$ cat config.mk
export PLATFORM = sky130hd
export DESIGN_NAME = m68k_interrupt_priority_unit_flat
export DESIGN_NICKNAME = d
export VERILOG_FILES = /design/src/rtl/core/mipu_pkg.sv /design/src/rtl/core/mipu_ifs.sv /design/src/rtl/core/m68k_interrupt_priority_unit.sv /design/src/rtl/core/mipu_ram.sv /design/src/rtl/core/mipu_queues.sv /design/src/rtl/core/mipu_out.sv /design/src/flat_wrapper.sv
export SDC_FILE = /design/constraint.sdc
export NUM_CORES = 1
export LEC_CHECK = 0
export BUFFER_PORTS_ARGS = -buffer_cell sky130_fd_sc_hd__buf_2
export CORE_ASPECT_RATIO = 0.7
export CORE_MARGIN = 1
export CORE_UTILIZATION = 30
export CTS_CLUSTER_DIAMETER = 80
export CTS_CLUSTER_SIZE = 28
export DETAILED_ROUTE_END_ITERATION = 12
export GPL_ROUTABILITY_DRIVEN = 0
export GPL_TIMING_DRIVEN = 1
export SLEW_MARGIN = 5
export SYNTH_ARGS = -nofsm -noshare
export SYNTH_HDL_FRONTEND = slang
export SYNTH_SLANG_ARGS = --single-unit
$ cat constraint.sdc
create_clock -name clk -period 17.1 [get_ports clk]
set_input_delay 0.855 -clock clk [delete_from_list [all_inputs] [get_ports clk]]
set_output_delay 0.855 -clock clk [all_outputs]
set_load 0.005 [all_outputs]
$ cat src/rtl/core/mipu_pkg.sv
// ----------------------------------------------------------------------------
// mipu_pkg: shared types and constants of the interrupt priority unit
// Holds the command and result item layouts, the internal control structs
// and the codes for actions, bus accesses and the result sequencer.
// ----------------------------------------------------------------------------
package mipu_pkg;

  // Interrupt levels 1 to 7 each own one vector queue.
  localparam int NUM_LEVELS = 7;
  localparam logic [2:0] LEVEL_NMI = 3'd7;

  // Command actions.
  localparam logic [1:0] ACT_RAISE    = 2'd0;
  localparam logic [1:0] ACT_SERVICE  = 2'd1;
  localparam logic [1:0] ACT_WRITE_SR = 2'd2;
  localparam logic [1:0] ACT_WRITE_SP = 2'd3;

  // Bus access kinds.
  localparam logic [1:0] KIND_NONE    = 2'd0;
  localparam logic [1:0] KIND_LONG_WR = 2'd1;
  localparam logic [1:0] KIND_WORD_WR = 2'd2;
  localparam logic [1:0] KIND_VEC_RD  = 2'd3;

  // Result sequencer phases of an exception entry.
  localparam logic [1:0] PH_PC_WRITE = 2'd0;
  localparam logic [1:0] PH_SR_WRITE = 2'd1;
  localparam logic [1:0] PH_VEC_READ = 2'd2;

  // Status register layout and reset value.
  localparam int          SR_S_BIT    = 13;
  localparam logic [15:0] SR_RESET    = 16'h2700;
  localparam logic [31:0] FRAME_BYTES = 32'd6;
  localparam logic [31:0] PC_OFFSET   = 32'd2;

  typedef struct packed {
    logic [1:0]  action;
    logic [2:0]  priority_req;
    logic [7:0]  vector_number;
    logic [31:0] operand_value;
  } cmd_t;

  typedef struct packed {
    logic [1:0]  bus_kind;
    logic [31:0] bus_address;
    logic [31:0] bus_data;
    logic        last;
    logic [15:0] status_word;
    logic [31:0] stack_pointer;
    logic        pending;
    logic [2:0]  taken_level;
    logic        dropped;
  } res_t;

  // Queue control from the top level.
  typedef struct packed {
    logic       push;
    logic       pop;
    logic [2:0] push_level;
    logic [7:0] push_vec;
  } q_ctl_t;

  // Queue status back to the top level.
  typedef struct packed {
    logic       any;
    logic [2:0] top_level;
    logic       push_full;
    logic       left_after_pop;
  } q_stat_t;

  // Everything the result sequencer needs for one command.
  typedef struct packed {
    logic        service;
    logic [15:0] status_word;
    logic [31:0] stack_pointer;
    logic        pending;
    logic [2:0]  taken_level;
    logic        dropped;
    logic [31:0] pc;
    logic [15:0] old_sr;
  } load_t;

endpackage

$ cat src/rtl/core/mipu_ifs.sv
// ----------------------------------------------------------------------------
// mipu_ifs: valid/ready channels of the interrupt priority unit
// One interface for the command channel and one for the result channel.
// ----------------------------------------------------------------------------
interface mipu_cmd_if import mipu_pkg::*; ();
  logic valid;
  logic ready;
  cmd_t data;

  modport source (output valid, output data, input ready);
  modport sink (input valid, input data, output ready);
endinterface

interface mipu_res_if import mipu_pkg::*; ();
  logic valid;
  logic ready;
  res_t data;

  modport source (output valid, output data, input ready);
  modport sink (input valid, input data, output ready);
endinterface

$ cat src/rtl/core/m68k_interrupt_priority_unit.sv
// ----------------------------------------------------------------------------
// m68k_interrupt_priority_unit: interrupt queueing and exception entry
//
// Commands arrive on the cmd channel: raise (queue a vector at a level),
// service (take the highest queued level if it beats the SR mask), and
// status-word or stack-pointer writes. Results leave on the result channel;
// each command's state update is done in the cycle it is transferred and its
// results are loaded into the output register at that edge.
// The first result is valid in the cycle after the command transfer.
// Raise, register writes and refused services give one result each, so a
// new command can follow every cycle while the receiver is ready. An
// accepted service gives three results (PC write, SR write, vector read),
// one per cycle through the single output register unless stalled. The
// vector comes from the queue RAM's registered read port.
// When the receiver stalls, the held result stays and cmd.ready stays low
// until the last result of the held command is transferred.
// Reset: all queues empty, SR = 0x2700, all stack pointers zero, nothing
// pending, no result valid.
// ----------------------------------------------------------------------------
module m68k_interrupt_priority_unit import mipu_pkg::*; #(
  parameter int QUEUE_DEPTH = 4
) (
  input  logic        clk,
  input  logic        rst,
  mipu_cmd_if.sink    cmd,
  mipu_res_if.source  result
);

  // Architectural state.
  logic [15:0] sr;
  logic [31:0] sp;
  logic [31:0] usp;
  logic [31:0] ssp;
  logic        pending;

  logic [15:0] sr_next;
  logic [31:0] sp_next;
  logic [31:0] usp_next;
  logic [31:0] ssp_next;
  logic        pending_next;

  logic        accepted;
  logic        load_ready;
  logic        take;
  logic [15:0] new_sr;
  logic [31:0] frame_base;
  q_ctl_t      qctl;
  q_stat_t     qstat;
  load_t       ld;
  logic [7:0]  pop_vec;

  assign cmd.ready = load_ready;
  assign accepted  = cmd.valid && load_ready;

  // Service is taken for level seven or a level above the current mask.
  assign take = qstat.any &&
                (qstat.top_level == LEVEL_NMI || qstat.top_level > sr[10:8]);

  // Next state and result contents for the command being transferred.
  always_comb begin
    sr_next         = sr;
    sp_next         = sp;
    usp_next        = usp;
    ssp_next        = ssp;
    pending_next    = pending;
    new_sr          = cmd.data.operand_value[15:0];
    frame_base      = sr[SR_S_BIT] ? sp : ssp;
    qctl.push       = 1'b0;
    qctl.pop        = 1'b0;
    qctl.push_level = cmd.data.priority_req;
    qctl.push_vec   = cmd.data.vector_number;
    ld.service      = 1'b0;
    ld.taken_level  = '0;
    ld.dropped      = 1'b0;
    unique case (cmd.data.action)
      ACT_RAISE: begin
        if (cmd.data.priority_req != 3'd0) begin
          qctl.push    = accepted;
          pending_next = 1'b1;
          ld.dropped   = qstat.push_full;
        end
      end
      ACT_SERVICE: begin
        if (take) begin
          qctl.pop          = accepted;
          ld.service        = 1'b1;
          ld.taken_level    = qstat.top_level;
          sr_next           = {sr[15:11], qstat.top_level, sr[7:0]};
          sr_next[SR_S_BIT] = 1'b1;
          if (!sr[SR_S_BIT]) begin
            usp_next = sp;
          end
          sp_next      = frame_base - FRAME_BYTES;
          pending_next = qstat.left_after_pop;
        end
      end
      ACT_WRITE_SR: begin
        if (new_sr[SR_S_BIT] && !sr[SR_S_BIT]) begin
          usp_next = sp;
          sp_next  = ssp;
        end else if (!new_sr[SR_S_BIT] && sr[SR_S_BIT]) begin
          ssp_next = sp;
          sp_next  = usp;
        end
        sr_next = new_sr;
      end
      ACT_WRITE_SP: begin
        sp_next = cmd.data.operand_value;
      end
      default: begin
        sp_next = sp;
      end
    endcase
    ld.status_word   = sr_next;
    ld.stack_pointer = sp_next;
    ld.pending       = pending_next;
    ld.pc            = cmd.data.operand_value;
    ld.old_sr        = sr;
  end

  // State registers commit on each command transfer.
  always_ff @(posedge clk) begin
    if (rst) begin
      sr      <= SR_RESET;
      sp      <= '0;
      usp     <= '0;
      ssp     <= '0;
      pending <= 1'b0;
    end else if (accepted) begin
      sr      <= sr_next;
      sp      <= sp_next;
      usp     <= usp_next;
      ssp     <= ssp_next;
      pending <= pending_next;
    end
  end

  mipu_queues #(
    .QUEUE_DEPTH (QUEUE_DEPTH)
  ) u_queues (
    .clk     (clk),
    .rst     (rst),
    .ctl     (qctl),
    .stat    (qstat),
    .pop_vec (pop_vec)
  );

  mipu_out u_out (
    .clk        (clk),
    .rst        (rst),
    .load       (accepted),
    .ld         (ld),
    .vec        (pop_vec),
    .load_ready (load_ready),
    .result     (result)
  );

  // A frame in progress blocks new commands until its last transfer.
  a_frame_blocks_cmd: assert property (@(posedge clk) disable iff (rst)
    result.valid && !result.data.last |-> !cmd.ready)
    else $error("command taken while an exception frame is still being sent");

  // An accepted service leaves supervisor state with the mask at the level.
  a_taken_sets_sr: assert property (@(posedge clk) disable iff (rst)
    result.valid && result.data.taken_level != 3'd0 |->
      result.data.status_word[SR_S_BIT] &&
      result.data.status_word[10:8] == result.data.taken_level)
    else $error("taken level does not match the status word");

  // A vector read is always the last result and belongs to a taken level.
  a_vec_read_last: assert property (@(posedge clk) disable iff (rst)
    result.valid && result.data.bus_kind == KIND_VEC_RD |->
      result.data.last && result.data.taken_level != 3'd0)
    else $error("vector read outside an accepted service");

  // A dropped raise never carries a bus access.
  a_drop_no_bus: assert property (@(posedge clk) disable iff (rst)
    result.valid && result.data.dropped |->
      result.data.bus_kind == KIND_NONE && result.data.last)
    else $error("dropped raise produced a bus access");

endmodule

$ cat src/rtl/core/mipu_ram.sv
// ----------------------------------------------------------------------------
// mipu_ram: generic single-port-write, single-port-read RAM
// One write and one registered read per cycle; read data holds when idle.
// ----------------------------------------------------------------------------
module mipu_ram #(
  parameter int WIDTH = 8,
  parameter int DEPTH = 28
) (
  input  logic                                 clk,
  input  logic                                 wr_en,
  input  logic [(DEPTH > 1 ? $clog2(DEPTH) : 1)-1:0] wr_addr,
  input  logic [WIDTH-1:0]                     wr_data,
  input  logic                                 rd_en,
  input  logic [(DEPTH > 1 ? $clog2(DEPTH) : 1)-1:0] rd_addr,
  output logic [WIDTH-1:0]                     rd_data
);

  logic [WIDTH-1:0] mem [DEPTH];

  // Write port.
  always_ff @(posedge clk) begin
    if (wr_en) begin
      mem[wr_addr] <= wr_data;
    end
  end

  // Registered read port.
  always_ff @(posedge clk) begin
    if (rd_en) begin
      rd_data <= mem[rd_addr];
    end
  end

endmodule

$ cat src/rtl/core/mipu_queues.sv
// ----------------------------------------------------------------------------
// mipu_queues: seven per-level vector FIFOs
// Keeps head and fill count per level, stores vectors in one shared RAM and
// reports the highest non-empty level to the exception entry logic.
// ----------------------------------------------------------------------------
module mipu_queues import mipu_pkg::*; #(
  parameter int QUEUE_DEPTH = 4
) (
  input  logic       clk,
  input  logic       rst,
  input  q_ctl_t     ctl,
  output q_stat_t    stat,
  output logic [7:0] pop_vec
);

  localparam int SLOT_W = (QUEUE_DEPTH > 1) ? $clog2(QUEUE_DEPTH) : 1;
  localparam int CNT_W  = $clog2(QUEUE_DEPTH + 1);
  localparam int SUM_W  = SLOT_W + CNT_W;
  localparam int DEPTH  = NUM_LEVELS * QUEUE_DEPTH;
  localparam int ADDR_W = (DEPTH > 1) ? $clog2(DEPTH) : 1;

  logic [CNT_W-1:0]  count [NUM_LEVELS];
  logic [SLOT_W-1:0] head  [NUM_LEVELS];

  logic [NUM_LEVELS-1:0] nonempty;
  logic [NUM_LEVELS-1:0] rest;
  logic [2:0]            top_idx;
  logic [2:0]            push_idx;
  logic [SUM_W-1:0]      tail_sum;
  logic [SLOT_W-1:0]     tail;
  logic [SLOT_W-1:0]     head_inc;
  logic                  push_full;
  logic                  do_push;
  logic [ADDR_W-1:0]     wr_addr;
  logic [ADDR_W-1:0]     rd_addr;

  // Highest non-empty level; index 0 is level 1.
  always_comb begin
    top_idx = '0;
    for (int l = 0; l < NUM_LEVELS; l++) begin
      nonempty[l] = (count[l] != '0);
      if (count[l] != '0) begin
        top_idx = 3'(l);
      end
    end
  end

  // Queues left non-empty once the top entry has been taken.
  always_comb begin
    rest = nonempty;
    if (count[top_idx] == CNT_W'(1)) begin
      rest[top_idx] = 1'b0;
    end
  end

  // Tail slot of the queue addressed by a raise.
  assign push_idx  = ctl.push_level - 3'd1;
  assign push_full = (count[push_idx] == CNT_W'(QUEUE_DEPTH));
  assign tail_sum  = SUM_W'(head[push_idx]) + SUM_W'(count[push_idx]);
  assign tail      = (tail_sum >= SUM_W'(QUEUE_DEPTH)) ?
                     SLOT_W'(tail_sum - SUM_W'(QUEUE_DEPTH)) : SLOT_W'(tail_sum);
  assign do_push   = ctl.push && !push_full;

  assign head_inc = (head[top_idx] == SLOT_W'(QUEUE_DEPTH - 1)) ?
                    '0 : head[top_idx] + SLOT_W'(1);

  assign wr_addr = ADDR_W'(push_idx) * ADDR_W'(QUEUE_DEPTH) + ADDR_W'(tail);
  assign rd_addr = ADDR_W'(top_idx) * ADDR_W'(QUEUE_DEPTH) + ADDR_W'(head[top_idx]);

  assign stat.any            = |nonempty;
  assign stat.top_level      = top_idx + 3'd1;
  assign stat.push_full      = push_full;
  assign stat.left_after_pop = |rest;

  // Head and count bookkeeping.
  always_ff @(posedge clk) begin
    if (rst) begin
      for (int l = 0; l < NUM_LEVELS; l++) begin
        count[l] <= '0;
        head[l]  <= '0;
      end
    end else if (do_push) begin
      count[push_idx] <= count[push_idx] + CNT_W'(1);
    end else if (ctl.pop) begin
      count[top_idx] <= count[top_idx] - CNT_W'(1);
      head[top_idx]  <= head_inc;
    end
  end

  mipu_ram #(
    .WIDTH (8),
    .DEPTH (DEPTH)
  ) u_store (
    .clk     (clk),
    .wr_en   (do_push),
    .wr_addr (wr_addr),
    .wr_data (ctl.push_vec),
    .rd_en   (ctl.pop),
    .rd_addr (rd_addr),
    .rd_data (pop_vec)
  );

endmodule

$ cat src/rtl/core/mipu_out.sv
// ----------------------------------------------------------------------------
// mipu_out: result register and exception frame sequencer
// Holds one command's results and presents one per cycle unless stalled:
// a single status result, or the PC write, SR write and vector read.
// ----------------------------------------------------------------------------
module mipu_out import mipu_pkg::*; (
  input  logic               clk,
  input  logic               rst,
  input  logic               load,
  input  load_t              ld,
  input  logic [7:0]         vec,
  output logic               load_ready,
  mipu_res_if.source         result
);

  logic       valid;
  logic [1:0] phase;
  load_t      held;
  logic       is_last;

  assign is_last    = !held.service || (phase == PH_VEC_READ);
  assign load_ready = !valid || (result.ready && is_last);

  // Phase and valid control.
  always_ff @(posedge clk) begin
    if (rst) begin
      valid <= 1'b0;
      phase <= PH_PC_WRITE;
    end else if (load) begin
      valid <= 1'b1;
      phase <= PH_PC_WRITE;
    end else if (valid && result.ready) begin
      if (is_last) begin
        valid <= 1'b0;
      end else begin
        phase <= phase + 2'd1;
      end
    end
  end

  // Payload capture.
  always_ff @(posedge clk) begin
    if (load) begin
      held <= ld;
    end
  end

  // Result fields for the current phase.
  always_comb begin
    result.valid              = valid;
    result.data.last          = is_last;
    result.data.status_word   = held.status_word;
    result.data.stack_pointer = held.stack_pointer;
    result.data.pending       = held.pending;
    result.data.taken_level   = held.taken_level;
    result.data.dropped       = held.dropped;
    result.data.bus_kind      = KIND_NONE;
    result.data.bus_address   = '0;
    result.data.bus_data      = '0;
    if (held.service) begin
      unique case (phase)
        PH_PC_WRITE: begin
          result.data.bus_kind    = KIND_LONG_WR;
          result.data.bus_address = held.stack_pointer + PC_OFFSET;
          result.data.bus_data    = held.pc;
        end
        PH_SR_WRITE: begin
          result.data.bus_kind    = KIND_WORD_WR;
          result.data.bus_address = held.stack_pointer;
          result.data.bus_data    = {16'h0000, held.old_sr};
        end
        PH_VEC_READ: begin
          result.data.bus_kind    = KIND_VEC_RD;
          result.data.bus_address = {22'h0, vec, 2'b00};
        end
        default: begin
          result.data.bus_kind = KIND_NONE;
        end
      endcase
    end
  end

endmodule
$ cat src/flat_wrapper.sv
// flat-port wrapper written by rule: the top's interface ports become plain ports
module m68k_interrupt_priority_unit_flat import mipu_pkg::*;
#(
  parameter int QUEUE_DEPTH = 4
)
  (clk, rst, cmd_valid, cmd_data, cmd_ready, result_valid, result_data, result_ready);
  mipu_cmd_if cmd_i ();
  mipu_res_if result_i ();
  input  logic clk;
  input  logic rst;
  input wire logic [$bits(cmd_i.valid)-1:0] cmd_valid;
  input wire logic [$bits(cmd_i.data)-1:0] cmd_data;
  output wire logic [$bits(cmd_i.ready)-1:0] cmd_ready;
  output wire logic [$bits(result_i.valid)-1:0] result_valid;
  output wire logic [$bits(result_i.data)-1:0] result_data;
  input wire logic [$bits(result_i.ready)-1:0] result_ready;
  assign cmd_i.valid = cmd_valid;
  assign cmd_i.data = cmd_data;
  assign cmd_ready = cmd_i.ready;
  assign result_valid = result_i.valid;
  assign result_data = result_i.data;
  assign result_i.ready = result_ready;
  m68k_interrupt_priority_unit #(.QUEUE_DEPTH(QUEUE_DEPTH)) u_core (.clk(clk), .rst(rst), .cmd(cmd_i), .result(result_i));
endmodule
==> run_results.csv <==
group,metric,value,unit
run_status,status,"finished clean",
timing,slew_headroom,9.83,%
worst_setup_path,end_kind,"flop",
layout,area_delta_synth_final,9.58,%
timing,setup_tns,0,ns
worst_setup_path,cp-start-kind,"flop",
die,die_w,341,um
die,core_region_area,79100,sq um
timing,setup_ws,10.97,ns
clock_network,cts_resized,0,
worst_hold_path,holdCritPathClass,"flop to flop",
worst_setup_path,path_common_cell,"ha_1",
worst_setup_path,worstPathMaxFanout,12,
timing,rsz0062_at_grt,"false",
synthesis,synth.avg_cell_area,10.5,sq um
pwr,p_leak,9.44,nW
routing,vias,18488,
die,die_y,239,um
routing,drt-pass1-iter-count,7,
clock_network,clkSlewWorstSetupHoldPaths,0.10,ns
synthesis,syn_inst,2302,
pwr,pwr_density_cell,98.6,nW/um^2
layout,multiInputGateArea,9440,sq um
clock_network,postCtsSetupBuffers,0,
timing,fin_crit,6.13,ns
pwr,p_switching,0.802,mW
clock_network,ctsHoldBuffers,0,
pwr,p_total,2.61,mW
layout,seq_area,13500,sq um
routing,wire_per_inst,22.6,um
timing,setup_viol,0,
routing,wirelength,76.5,mm
timing,max_freq,0.163,GHz
grt,grt_pass1_vias,16368,
die,initial_core_util,30.5,%
synthesis,synth_top_area_share,45.9,%
clock_network,cts_tree,"built",
pwr,seqPwrFrac,52.2,%
synthesis,synth_edf_count,369,
clock_network,clock_path_buffers,3,
worst_setup_path,worstPathCellList,"nor3_1 > a21oi_1 > o21a_1 > nor2_2 > ha_1 > inv_1 > a31oi_1 > nor2_1 > ha_1 > nand3_1 > o21ai_0 > o211ai_1 > nand4_1 > nor4_2 > a32oi_1 > or3_4 > nand2b_1",
grt,grt_antenna_before_repair,6,
routing,drt_iter0_drc,2240,
placement,port_buffers,170,
grt,grtUsageTotal,18.2,%
routing,viasPerCell,5.46,
clock_network,clock-sinks,490,
synthesis,synth_seq_cells,490,
worst_setup_path,critPathSlowestCell,"nor4_2",
synthesis,synth_ff_type,"edfxtp_1",
synthesis,syn-cell-area,24100,sq um
synthesis,yosysTopAreaCell,"edfxtp_1",
synthesis,async_flop_share,0,%
die,rows,86,
synthesis,synth_most_common_cell,"edfxtp_1",
clock_network,cts_buffers,26,
pwr,ir_drop,0.0000499,V
layout,final_util,33.4,%
worst_setup_path,crit_family,"simple AND/OR/NAND/NOR gates",
placement,dpl_worst_slack,11.12,ns
worst_setup_path,critPathMaxStageDelay,0.96,ns
job,cap_violations,0,
timing,slew_violations,0,
timing,worst_pin_slew,1.34,ns
placement,placed_area,25500,sq um
grt,grt-ovfl-total,0,
pwr,swShare,30.8,%
grt,grt_max_degree,86,
grt,grt_pass1_wl,113,mm
synthesis,netlist-cell-type-count,84,
clock_network,cts_root_buf,"clkbuf_16",
routing,drcViolationCount,0,
synthesis,synthTopCellsByArea,"edfxtp_1, dfxtp_1, mux2i_1",
clock_network,cts_max_level,1,
synthesis,ys_seq_area_share,56.0,%
synthesis,synthTopCellsByCount,"edfxtp_1, nand2_1, a21oi_1",
timing,fin_skew,0.0238,ns
die,io-pin-count,171,
layout,fin_nets,2386,
timing,finalCritPeriodShare,35.9,%
pwr,comb_power_share,18.2,%
timing,finalHoldViolations,0,
layout,fillCellCount,7990,
layout,drive_gt1_share,12.6,%
routing,ant_nets,0,
layout,fin_cells,3389,
die,die-area,81500,sq um
pwr,clkPwrFrac,29.5,%
placement,dp.final_hpwl,52.0,mm
timing,hold_slack,0.467,ns
worst_setup_path,worstSetupPathType,"flop to flop",
placement,placed_cells,3343,
layout,finalInstanceArea,26400,sq um
worst_setup_path,crit_buf_inv,1,
pwr,internal_power,1.80,mW
synthesis,ys_warn_count,0,
worst_setup_path,cp_data_arrival_time,6.44,ns
clock_network,clkLatencyLatePin,0.61,ns
worst_setup_path,cp.required,17.40,ns
final timing paths:
check	start	end	slack (ns)	cells past startpoint
max reg2reg	u_core.u_queues.count[2][0]$_SDFFCE_PN0P_	u_core.u_queues.count[0][1]$_SDFFCE_PN0P_	10.97	17
min reg2reg	u_core.sr[15]$_SDFFE_PP0P_	u_core.u_out.held[15]$_DFFE_PP_	0.47	0
min	u_core.sr[15]$_SDFFE_PP0P_	u_core.u_out.held[15]$_DFFE_PP_	0.47	0
max	u_core.u_queues.count[2][0]$_SDFFCE_PN0P_	u_core.u_queues.count[0][1]$_SDFFCE_PN0P_	10.97	17
cells in the final DEF, fill, tap and decap left out, types with 6 or more instances in the layout:
cell / instances
a21o_1: 12
and2_1: 12
a221o_1: 10
a31oi_1: 22
xnor2_1: 31
a32oi_1: 10
o21ai_0: 49
and3_1: 31
o21a_1: 9
nor2b_1: 32
mux2_2: 7
nand3_1: 65
a311oi_1: 13
mux2i_1: 135
a22o_1: 32
a21oi_1: 210
nand3b_1: 10
mux4_2: 6
inv_1: 38
or3_1: 10
ha_1: 19
nand2b_1: 17
nor4_1: 11
a221oi_1: 22
edfxtp_1: 369
buf_2: 168
o22ai_1: 16
a222oi_1: 12
buf_4: 35
nor3b_1: 9
a211oi_1: 40
xor2_1: 9
nand2_1: 316
clkbuf_16: 27
nor3_1: 52
o2bb2ai_1: 8
nor2_1: 203
nand4_1: 22
dfxtp_1: 120
sequential cells by signal, summed over array words and instances (netlist names), 2 cells and up:
register                         flops
u_core.sp                           32
u_core.sr                           16
u_core.ssp                          32
u_core.u_out.held                   49
u_core.u_out.phase                   2
u_core.u_out.result.data            53
u_core.u_queues.count               24
u_core.u_queues.head                16
u_core.u_queues.u_store.mem        224
u_core.u_queues.u_store.rd_data      8
u_core.usp                          32
power groups by stage:
stage,Clock (mW),Sequential [mW],Combinational [mW]
floorplan,0,1.37,0.321
CTS,0.777,1.36,0.470
global route,0.816,1.37,0.515
global placement,0,1.39,0.466
finish,0.769,1.36,0.475
detailed placement,0,1.39,0.467
logic make-up after synthesis:
group                      share of synthesized area (%)
and+or+nand+nor                                     15.6
AOI/OAI and AO/OA                                   14.1
DFF                                                 56.0
buffers and inverters                               5.06
muxes                                               6.60
xor gates and xnor gates                            1.49
adders and majority gates                           1.14
other                                             0.0155
metal layers:
| layer | vias up | GRT usage [%] | part of all wire (%) |
|---|---|---|---|
| li1 | 8413 | - | - |
| met5 | - | 0 | 0.059 |
| met3 | 71 | 3.69 | 9.7 |
| met2 | 862 | 24.1 | 39 |
| met1 | 9134 | 29.9 | 50 |
| met4 | 8 | 2.92 | 1.6 |
worst register-to-register path, cell delays in order, from the launching register on:
cell      delay [ns]
edfxtp_1        0.46
nor3_1          0.45
a21oi_1         0.22
o21a_1          0.30
nor2_2          0.48
ha_1            0.27
inv_1           0.06
a31oi_1         0.20
nor2_1          0.09
ha_1            0.29
nand3_1         0.08
o21ai_0         0.11
o211ai_1        0.25
nand4_1         0.68
nor4_2          0.97
a32oi_1         0.33
or3_4           0.48
nand2b_1        0.14
cell type report:
type	count	share of cell area, %
well taps	1056	5.00
flip-flops and latches	490	51.1
inverters	42	0.615
multi-input cells	1552	35.7
diodes	1	0.00947
clock inverters	14	0.772
clock buffers	31	2.61
repair buffers	203	4.18
Power figures use the tool's default switching activity.
